$ cat src/design/postfix_expression_evaluator_assert.svh
// ----------------------------------------------------------------------------
// Assertion macros for the postfix expression evaluator
// Shared concurrent assertion forms.
// ----------------------------------------------------------------------------
`ifndef POSTFIX_EXPRESSION_EVALUATOR_ASSERT_SVH
`define POSTFIX_EXPRESSION_EVALUATOR_ASSERT_SVH

// implication checked every clock, off during reset
`define PEE_ASSERT_IMP(label, clk, rst_n, ante, cons) \
	label: assert property (@(posedge clk) disable iff (!rst_n) (ante) |-> (cons)) \
		else $error("assertion failed");

// next-cycle implication
`define PEE_ASSERT_NXT(label, clk, rst_n, ante, cons) \
	label: assert property (@(posedge clk) disable iff (!rst_n) (ante) |=> (cons)) \
		else $error("assertion failed");

`endif

$ cat src/design/pee_pkg.sv
// ----------------------------------------------------------------------------
// Postfix evaluator package
// Widths, character codes, error codes, states and the arithmetic request and response types.
// ----------------------------------------------------------------------------
package pee_pkg;

	localparam int STACK_DEPTH = 64;
	localparam int SP_W = $clog2(STACK_DEPTH);
	localparam int CNT_W = $clog2(STACK_DEPTH + 1);

	localparam logic [7:0] CH_PLUS = 8'h2B;
	localparam logic [7:0] CH_MINUS = 8'h2D;
	localparam logic [7:0] CH_MUL = 8'h2A;
	localparam logic [7:0] CH_DIV = 8'h2F;
	localparam logic [7:0] CH_MOD = 8'h25;
	localparam logic [7:0] CH_POW = 8'h5E;
	localparam logic [7:0] CH_ZERO = 8'h30;
	localparam logic [7:0] CH_NINE = 8'h39;

	localparam logic [2:0] ERR_NONE = 3'd0;
	localparam logic [2:0] ERR_UNDER = 3'd1;
	localparam logic [2:0] ERR_OVER = 3'd2;
	localparam logic [2:0] ERR_DIV0 = 3'd3;
	localparam logic [2:0] ERR_NEGEXP = 3'd4;

	typedef enum logic [2:0] {
		OP_ADD,
		OP_SUB,
		OP_MUL,
		OP_DIV,
		OP_MOD,
		OP_POW
	} op_t;

	typedef enum logic [3:0] {
		ST_IDLE,
		ST_PUSHNUM,
		ST_POPA,
		ST_POPB,
		ST_WAITB,
		ST_EXEC,
		ST_PUSHRES,
		ST_FINPUSH,
		ST_FINPOP,
		ST_FINWAIT,
		ST_OUT
	} state_t;

	typedef enum logic [1:0] {
		A_IDLE,
		A_DIV,
		A_POW,
		A_DONE
	} alu_state_t;

	typedef struct packed {
		logic start;
		op_t op;
		logic [31:0] a;
		logic [31:0] b;
	} alu_req_t;

	typedef struct packed {
		logic done;
		logic [31:0] res;
		logic [2:0] err;
	} alu_rsp_t;

endpackage

$ cat src/design/pee_alu.sv
// ----------------------------------------------------------------------------
// Postfix evaluator arithmetic unit
// Iterative unit: add/sub and multiply in one step, power by square-and-multiply
// with a multiply pair per step, divide and remainder by restoring shift-subtract.
// ----------------------------------------------------------------------------
module pee_alu (
	input  logic                clk,
	input  logic                arst_n,
	input  pee_pkg::alu_req_t   req,
	output pee_pkg::alu_rsp_t   rsp
);

	pee_pkg::alu_state_t state_q, state_d;
	pee_pkg::op_t op_q;
	logic [31:0] res_q;
	logic [2:0] err_q;
	logic [31:0] base_q;
	logic [31:0] exp_q;
	logic [31:0] quo_q;
	logic [32:0] rem_q;
	logic [31:0] dvs_q;
	logic [5:0] cnt_q;
	logic neg_q_q;
	logic neg_r_q;

	logic [63:0] prod_r;
	logic [63:0] prod_b;
	logic [32:0] rem_sh;
	logic [32:0] rem_sub;
	logic [31:0] abs_a;
	logic [31:0] abs_b;

	assign prod_r = res_q * base_q;
	assign prod_b = base_q * base_q;
	assign rem_sh = {rem_q[31:0], quo_q[31]};
	assign rem_sub = rem_sh - {1'b0, dvs_q};
	assign abs_a = req.a[31] ? (~req.a + 32'd1) : req.a;
	assign abs_b = req.b[31] ? (~req.b + 32'd1) : req.b;

	always_ff @(posedge clk or negedge arst_n) begin
		if (!arst_n) state_q <= pee_pkg::A_IDLE;
		else state_q <= state_d;
	end

	always_comb begin
		state_d = state_q;
		case (state_q)
			pee_pkg::A_IDLE: if (req.start) begin
				case (req.op)
					pee_pkg::OP_DIV, pee_pkg::OP_MOD:
						state_d = (req.a == 32'd0) ? pee_pkg::A_DONE : pee_pkg::A_DIV;
					pee_pkg::OP_POW: state_d = req.a[31] ? pee_pkg::A_DONE : pee_pkg::A_POW;
					default: state_d = pee_pkg::A_DONE;
				endcase
			end
			pee_pkg::A_DIV: if (cnt_q == 6'd31) state_d = pee_pkg::A_DONE;
			pee_pkg::A_POW: if (exp_q == 32'd0) state_d = pee_pkg::A_DONE;
			pee_pkg::A_DONE: state_d = pee_pkg::A_IDLE;
			default: state_d = pee_pkg::A_IDLE;
		endcase
	end

	always_ff @(posedge clk) begin
		case (state_q)
			pee_pkg::A_IDLE: if (req.start) begin
				op_q <= req.op;
				cnt_q <= 6'd0;
				rem_q <= 33'd0;
				quo_q <= abs_b;
				dvs_q <= abs_a;
				neg_q_q <= req.a[31] ^ req.b[31];
				neg_r_q <= req.b[31];
				base_q <= req.b;
				exp_q <= req.a;
				if ((req.op == pee_pkg::OP_DIV || req.op == pee_pkg::OP_MOD)
						&& req.a == 32'd0) begin
					err_q <= pee_pkg::ERR_DIV0;
				end else if (req.op == pee_pkg::OP_POW && req.a[31]) begin
					err_q <= pee_pkg::ERR_NEGEXP;
				end else begin
					err_q <= pee_pkg::ERR_NONE;
				end
				case (req.op)
					pee_pkg::OP_ADD: res_q <= req.a + req.b;
					pee_pkg::OP_SUB: res_q <= req.b - req.a;
					pee_pkg::OP_MUL: res_q <= 32'(req.a * req.b);
					pee_pkg::OP_POW: res_q <= req.a[31] ? 32'd0 : 32'd1;
					default: res_q <= 32'd0;
				endcase
			end
			pee_pkg::A_DIV: begin
				cnt_q <= cnt_q + 6'd1;
				if (!rem_sub[32]) begin
					rem_q <= rem_sub;
					quo_q <= {quo_q[30:0], 1'b1};
				end else begin
					rem_q <= rem_sh;
					quo_q <= {quo_q[30:0], 1'b0};
				end
			end
			pee_pkg::A_POW: if (exp_q != 32'd0) begin
				if (exp_q[0]) res_q <= prod_r[31:0];
				base_q <= prod_b[31:0];
				exp_q <= {1'b0, exp_q[31:1]};
			end
			pee_pkg::A_DONE: if (op_q == pee_pkg::OP_DIV && err_q == pee_pkg::ERR_NONE) begin
				res_q <= neg_q_q ? (~quo_q + 32'd1) : quo_q;
			end else if (op_q == pee_pkg::OP_MOD && err_q == pee_pkg::ERR_NONE) begin
				res_q <= neg_r_q ? (~rem_q[31:0] + 32'd1) : rem_q[31:0];
			end
			default: ;
		endcase
	end

	// result is valid the cycle after A_DONE
	logic done_q;
	always_ff @(posedge clk or negedge arst_n) begin
		if (!arst_n) done_q <= 1'b0;
		else done_q <= (state_q == pee_pkg::A_DONE);
	end

	assign rsp.done = done_q;
	assign rsp.res = res_q;
	assign rsp.err = err_q;

endmodule

$ cat config.mk
export PLATFORM = sky130hd
export DESIGN_NAME = pee_alu
export DESIGN_NICKNAME = d
export VERILOG_FILES = /design/src/design/postfix_expression_evaluator_assert.svh /design/src/design/pee_pkg.sv /design/src/design/pee_alu.sv
export SDC_FILE = /design/constraint.sdc
export NUM_CORES = 2
export LEC_CHECK = 0
export BUFFER_PORTS_ARGS = -buffer_cell sky130_fd_sc_hd__clkbuf_2
export CAP_MARGIN = 20
export CORE_UTILIZATION = 48
export DETAILED_ROUTE_END_ITERATION = 10
export PLACE_DENSITY = 0.74
export RECOVER_POWER = 50
export SYNTH_ARGS = -nofsm -noshare
export SYNTH_HDL_FRONTEND = slang
export SYNTH_SLANG_ARGS = --single-unit
export TNS_END_PERCENT = 20
$ cat constraint.sdc
create_clock -name clk -period 12.08 [get_ports clk]
set_input_delay 1.812 -clock clk [delete_from_list [all_inputs] [get_ports clk]]
set_output_delay 1.812 -clock clk [all_outputs]
set_load 0.005 [all_outputs]
Yosys cells after proc, flatten, opt, wreduce, memory -nomap -nowiden
Index checks and enable logic that the tools add are counted.

cells by class
  $add $sub $neg = 8
  $mul = 3
  eq/ne operators = 17
  muxes and demuxes = 34
  bitwise operators = 5
  reductions and logical operators = 20

operators with widths
  operator                 count
  $mux W32                 15
  $pmux W32 S2             4
  $add A32 B1 Y32 const B  4
  $not A32 Y32             4
  $pmux W32 S4             1
  $mul A32 B32 Y32         3
  $pmux W32 S3             1
  $logic_not A32 Y1        2
  $sub A33 B32 Y33         1
  $add A32 B32 Y32         1
  $reduce_bool A32 Y1      1
  $sub A32 B32 Y32         1
  $mux W31                 1
  $pmux W6 S2              1
  $ne A2 B2 Y1 const B     5
  $eq A3 B2 Y1 const B     3
  $eq A3 B3 Y1 const B     3
  $mux W2                  4
  $pmux W2 S4              1
  $add A6 B1 Y6 const B    1
  $eq A6 B5 Y1 const B     1
  $logic_not A3 Y1         2
  $mux W6                  1
  $reduce_and A3 Y1        2
  16 further kinds         24

storage, ports and cells
  register bits after elaboration = 209
  input port bits = 70
  output and inout bits = 36
  logic and storage cells = 101

Logic depth before layout (Yosys ltp)
  depth in word-level cells = 6
  mapped depth = 29
  depth with buffers taken out = 27

Worst setup path before layout
OpenSTA, ideal clock, no wires.

  path type = input to register
  from = input port req[44] in the netlist's numbering
  to = register res_q[29] (data pin)
  arrival time = 8.393 ns
  data required time = 11.811 ns
  setup slack = 3.417 ns
  stages on the path = 24
  path through = clkbuf_1 clkbuf_1 and2_1 fa_1 fa_1 fa_1 inv_1 fa_1 inv_1 fa_1 inv_1 fa_1 inv_1 fa_1 fa_1 ha_1 a21o_1 a21o_1 a2111oi_0 o21ai_0 a41oi_1 xnor2_1 a221oi_1 o21ai_0

between the ends
  longest elaborated chain between the ends = 4
  elaborated cells on any way between the ends = 6

RTL lines
  item                                            RTL line       source
  start, declared                                 pee_alu.sv:9   input pee_pkg::alu_req_t req,
  $mul A32 B32 Y32, or another cell as far along  pee_alu.sv:86  pee_pkg::OP_MUL: res_q <= 32'(req.a * req.b);
  $pmux W32 S4 (*)                                pee_alu.sv:83  case (req.op)
  $mux W32 (*)                                    pee_alu.sv:65  pee_pkg::A_IDLE: if (req.start) begin
  $pmux W32 S3 (*)                                pee_alu.sv:64  case (state_q)
  end signal, assigned                            pee_alu.sv:84  pee_pkg::OP_ADD: res_q <= req.a + req.b;
  end signal, assigned                            pee_alu.sv:86
  end signal, assigned                            pee_alu.sv:87  pee_pkg::OP_POW: res_q <= req.a[31] ? 32'd0 : 32'd1;
  end, declared                                   pee_alu.sv:15  logic [31:0] res_q;

Mark *: on every way between the ends. The rest lies on a longest branch, timed or not. The select of a mux whose other input is x is not followed.
A chain may end at the register's enable or synchronous reset.

Final worst setup path
  from = input port req[32] in the netlist's numbering
  to = register res_q[29] (data pin)

Same word-level chain as after synthesis.

==> results.md <==
Run status:
- The flow ran to the end, but the final reports show violations.
- The final reports fail on DRC, capacitance limit, slew limit.

STA:
- In this run the tightest slew margin relative to its limit is -179%.
- The hold violation count in the final report is 0.
- The final count of pins violating max slew came to between 700 and 800.
- The share of the cycle needed by the critical path after routing is 77.4%.
- The final critical delay including setup and external delays is 9.36 ns.
- Setup violations remaining at the end of the flow were counted as 0.
- The highest attainable clock frequency is approximately 110 MHz.
- After layout, the worst setup slack is 2.72 ns.
- The transition time of the tightest slew-check pin is roughly 4.2 ns.
- Setup repair after global routing left no endpoint under its margin.
- Clock skew on the completed layout was measured at 0.00888 ns.
- Setup total negative slack on the finished layout was measured at 0 ns.

Worst hold path:
- The path class of the lowest-slack min-delay path is register to register.

Placement:
- The detailed placement HPWL is 135 mm.
- The global placement routability congestion is roughly 0.98.
- The post-place setup slack is ~2.7 ns.
- In this run the tool buffered the top-level ports with 105 buffer cells.
- Once placement finished, the instance area stood at just over 60000 sq um.

Floorplan:
- Measured along the x axis, the die boundary spans 356 microns.
- The count of standard-cell rows is about 130.
- The overall die area is between 100000 and 150000 sq um.
- The region available for standard cell placement spans around 120000 sq um.
- In this run the count of I/O pins placed on the die edge is 106.
- The die extent in y is between 300 and 400 microns.
- The initial utilization of the core area, before any placement, comes to 48.5%.

GRT:
- The final global-route overflow total is 0.
- The initial antenna violation count is 16.
- Entering global routing, the biggest net connects 71 pins.
- The via count of the first global-routing pass is 48100.
- The all-layer global routing usage is 29.0%.
- The first global-routing pass estimated approximately 280 mm of wire.

Critical path:
- In this run the worst path has a maximum fanout of 20.
- The critical path endpoint category is a register.
- The signal arrival time at the worst endpoint is 9.65 ns.
- STA classifies the critical path startpoint as an input pin.
- The worst endpoint required time is 12.37 ns.
- The type of the worst setup path is input pin to register.

Final layout:
- The post-route netlist has 4.02% of its cells at a drive strength greater than 1.
- The relative area change from synthesis to final layout is 4.26%.
- The finished layout cell area is roughly 63000 sq um.
- The layout filler cell count is 11500.
- After the last flow step, the layout net total stands at 8127.

Synthesis:
- The number of storage elements in the synthesis netlist is 208.
- In the post-synthesis netlist, the biggest area contributors are sky130_fd_sc_hd__fa_1 (39%), sky130_fd_sc_hd__edfxtp_1 (10%), sky130_fd_sc_hd__ha_1 (9.2%).
- The synthesized netlist occupies a cell area of 60100 sq um.
- Of all cell types, the one taking the most synthesized area is sky130_fd_sc_hd__fa_1.
- In the synthesized netlist the dominant register cell turns out to be sky130_fd_sc_hd__edfxtp_1.
- Synthesis produced 6569 cells.
- The synthesized netlist net count is 8268.
- After synthesis, the share of flip-flops with an asynchronous set or reset is 1.44%.
- The average cell area after synthesis is 9.15 sq um.
- The number of enable flip-flop cells after synthesis is slightly above 200.
- The unique cell type count in the Yosys netlist is just over 80.
- For this run, the number of Yosys warnings is 0.
- Summed over its instances, the top area cell type makes up 39.4% of the synthesized netlist area.
- The share of the yosys chip area belonging to registers is 10.4%.

Clock tree:
- Clock tree synthesis selected as its root buffer the cell sky130_fd_sc_hd__clkbuf_16.
- After clock tree synthesis, the clock-pin slew on the worst setup and hold paths is 0.07 ns.
- The number of clock buffers inserted by TritonCTS is 23.
- The count of hold buffers inserted by post-cts repair is 0.
- In this run the number of H-tree levels came out at 1.
- The buffer depth of the longest clock path is 3.
- The clock sink count is about 210.
- The number of gates resized after CTS was 0.
- The worst-skew pair later-pin latency is around 0.57 ns.
- The buffer count from post-CTS setup fixing is 0.
- The CTS tree is built.

Routing:
- The vias per cell is 5.68.
- The number of DRC violations after detailed-routing iteration 0 is 4288.
- The wire length the detailed router placed on met1 is 70.1 mm.
- The number of routed nets with antenna violations is 0.
- Routed signal wires occupy layers up through met5.
- The routed wire length on met2 is around 82 mm.
- The average routed wire per standard cell is 22.3 microns.
- The final wirelength is about 180 mm.
- The number of detailed-routing iterations run before antenna repair is 11.
- The routed via count is around 46000.
- The detailed-route DRC error count is 12.
- The routed wire length on met3 is a little under 20 mm.

Job:
- The tool flagged a number of max-cap violations equal to 22.
## layout make-up
class	instances	area [sq um]	share of cell area, %
tap	1637	2050	3.27
sequential	208	6230	9.94
timing repair buffer	178	961	1.53
multi-input combinational	4682	47600	76.0
inverter	1335	5010	7.99
clock inverter	17	213	0.339
clock buffer	25	583	0.930
antenna	12	30.0	0.0479
## Yosys cell counts, drive strengths merged (11+ instances only)
| cell | number |
|---|---|
| a211oi | 15 |
| a21o | 78 |
| a21oi | 138 |
| a22oi | 11 |
| a31oi | 17 |
| and2 | 688 |
| and3 | 14 |
| buf | 27 |
| clkbuf | 317 |
| edfxtp | 205 |
| fa | 1185 |
| ha | 444 |
| inv | 1333 |
| mux2 | 48 |
| mux2i | 35 |
| nand2 | 813 |
| nand2b | 26 |
| nand3 | 32 |
| nand4 | 14 |
| nor2 | 150 |
| nor2b | 26 |
| nor3 | 41 |
| nor4 | 22 |
| o211ai | 23 |
| o21a | 25 |
| o21ai | 158 |
| o21bai | 17 |
| o221ai | 16 |
| o31ai | 51 |
| o41ai | 13 |
| or2 | 12 |
| or3 | 34 |
| or4 | 16 |
| xnor2 | 271 |
| xor2 | 140 |
## placed cells by master, fill, tap and decap left out, types with 15 or more instances in the layout
cell type                      n
sky130_fd_sc_hd__ha_1        444
sky130_fd_sc_hd__nand2_1     812
sky130_fd_sc_hd__nor2_1      150
sky130_fd_sc_hd__clkbuf_1     44
sky130_fd_sc_hd__nor3_1       40
sky130_fd_sc_hd__edfxtp_1    205
sky130_fd_sc_hd__xnor2_1     271
sky130_fd_sc_hd__nand2b_1     26
sky130_fd_sc_hd__a31oi_1      17
sky130_fd_sc_hd__a211oi_1     15
sky130_fd_sc_hd__nand3_1      31
sky130_fd_sc_hd__inv_1      1333
sky130_fd_sc_hd__fa_1       1185
sky130_fd_sc_hd__o21bai_1     17
sky130_fd_sc_hd__and2_1      688
sky130_fd_sc_hd__mux2_2       47
sky130_fd_sc_hd__o21a_1       25
sky130_fd_sc_hd__clkbuf_16    23
sky130_fd_sc_hd__a21o_1       78
sky130_fd_sc_hd__buf_4        49
sky130_fd_sc_hd__o221ai_1     16
sky130_fd_sc_hd__o211ai_1     23
sky130_fd_sc_hd__nor4_1       21
sky130_fd_sc_hd__or3_1        33
sky130_fd_sc_hd__xor2_1      140
sky130_fd_sc_hd__mux2i_1      35
sky130_fd_sc_hd__nor2b_1      26
sky130_fd_sc_hd__o21ai_0     154
sky130_fd_sc_hd__clkbuf_2     87
sky130_fd_sc_hd__a21oi_1     137
sky130_fd_sc_hd__o31ai_1      51
## sequential cells by signal, summed over array words and instances (netlist names)
name,count
res_q,32
state_q,2
op_q,3
rem_q,32
neg_q_q,1
done_q,1
neg_r_q,1
cnt_q,6
err_q,2
base_q,32
dvs_q,32
exp_q,32
quo_q,32
## stage by stage
stage	utilization [%]	hold slack, ns	std cells
after global placement	50.0	0.538	8040
after global routing	50.6	0.597	8082
after floorplan	-	0.506	6569
after detailed placement	50.0	0.552	8040
final	50.6	0.579	8094
after CTS	50.7	0.566	8082
## kinds of logic (layout without fill, tap and decap cells)
kind of cell,after synthesis,in the layout,share of synthesized area [%]
AOI/OAI and AO/OA,639,639,6.94
other,0,12,0
DFF,208,208,10.4
and+or+nand+nor,1920,1920,16.0
buffers and inverters,1679,1555,10.5
muxes,83,83,1.48
adders and majority gates,1629,1629,48.7
xor gates and xnor gates,411,411,5.99
## worst max-delay path, stage by stage
cell                        delay (ns)
sky130_fd_sc_hd__clkbuf_1         0.88
sky130_fd_sc_hd__clkbuf_1         1.03
sky130_fd_sc_hd__nand2_1          0.17
sky130_fd_sc_hd__fa_1             0.60
sky130_fd_sc_hd__fa_1             0.45
sky130_fd_sc_hd__inv_1            0.07
sky130_fd_sc_hd__ha_1             0.14
sky130_fd_sc_hd__inv_1            0.05
sky130_fd_sc_hd__fa_1             0.48
sky130_fd_sc_hd__inv_1            0.04
sky130_fd_sc_hd__ha_1             0.28
sky130_fd_sc_hd__fa_1             0.46
sky130_fd_sc_hd__fa_1             0.52
sky130_fd_sc_hd__fa_1             0.44
sky130_fd_sc_hd__ha_1             0.36
sky130_fd_sc_hd__a21o_1           0.18
sky130_fd_sc_hd__a21o_1           0.20
sky130_fd_sc_hd__a2111oi_0        0.32
sky130_fd_sc_hd__o21ai_0          0.24
sky130_fd_sc_hd__a41oi_1          0.38
sky130_fd_sc_hd__xnor2_1          0.12
sky130_fd_sc_hd__a221oi_1         0.28
sky130_fd_sc_hd__o21ai_0          0.15
## routing by layer
layer	vias up	GRT usage, %
met5	-	0
met4	10	12.2
met3	513	5.82
met2	2513	46.0
met1	23100	38.7
li1	19800	-
## path summary, 6_finish.rpt
check / from / end / slack (ns) / cells after the start
min: exp_q[2] / exp_q[1] / 0.58 / 2
max in group asynchronous: arst_n / done_q / 10.61 / 1
max: req[32] / res_q[29] / 2.72 / 23
min in group asynchronous: arst_n / state_q[1] / 1.16 / 1
min reg2reg: exp_q[2] / exp_q[1] / 0.58 / 2
max reg2reg: res_q[4] / res_q[30] / 3.17 / 23
Power is left out: the tool's default activity adds up to more than one toggle a clock period on the data nets, which glitch-free logic cannot reach.
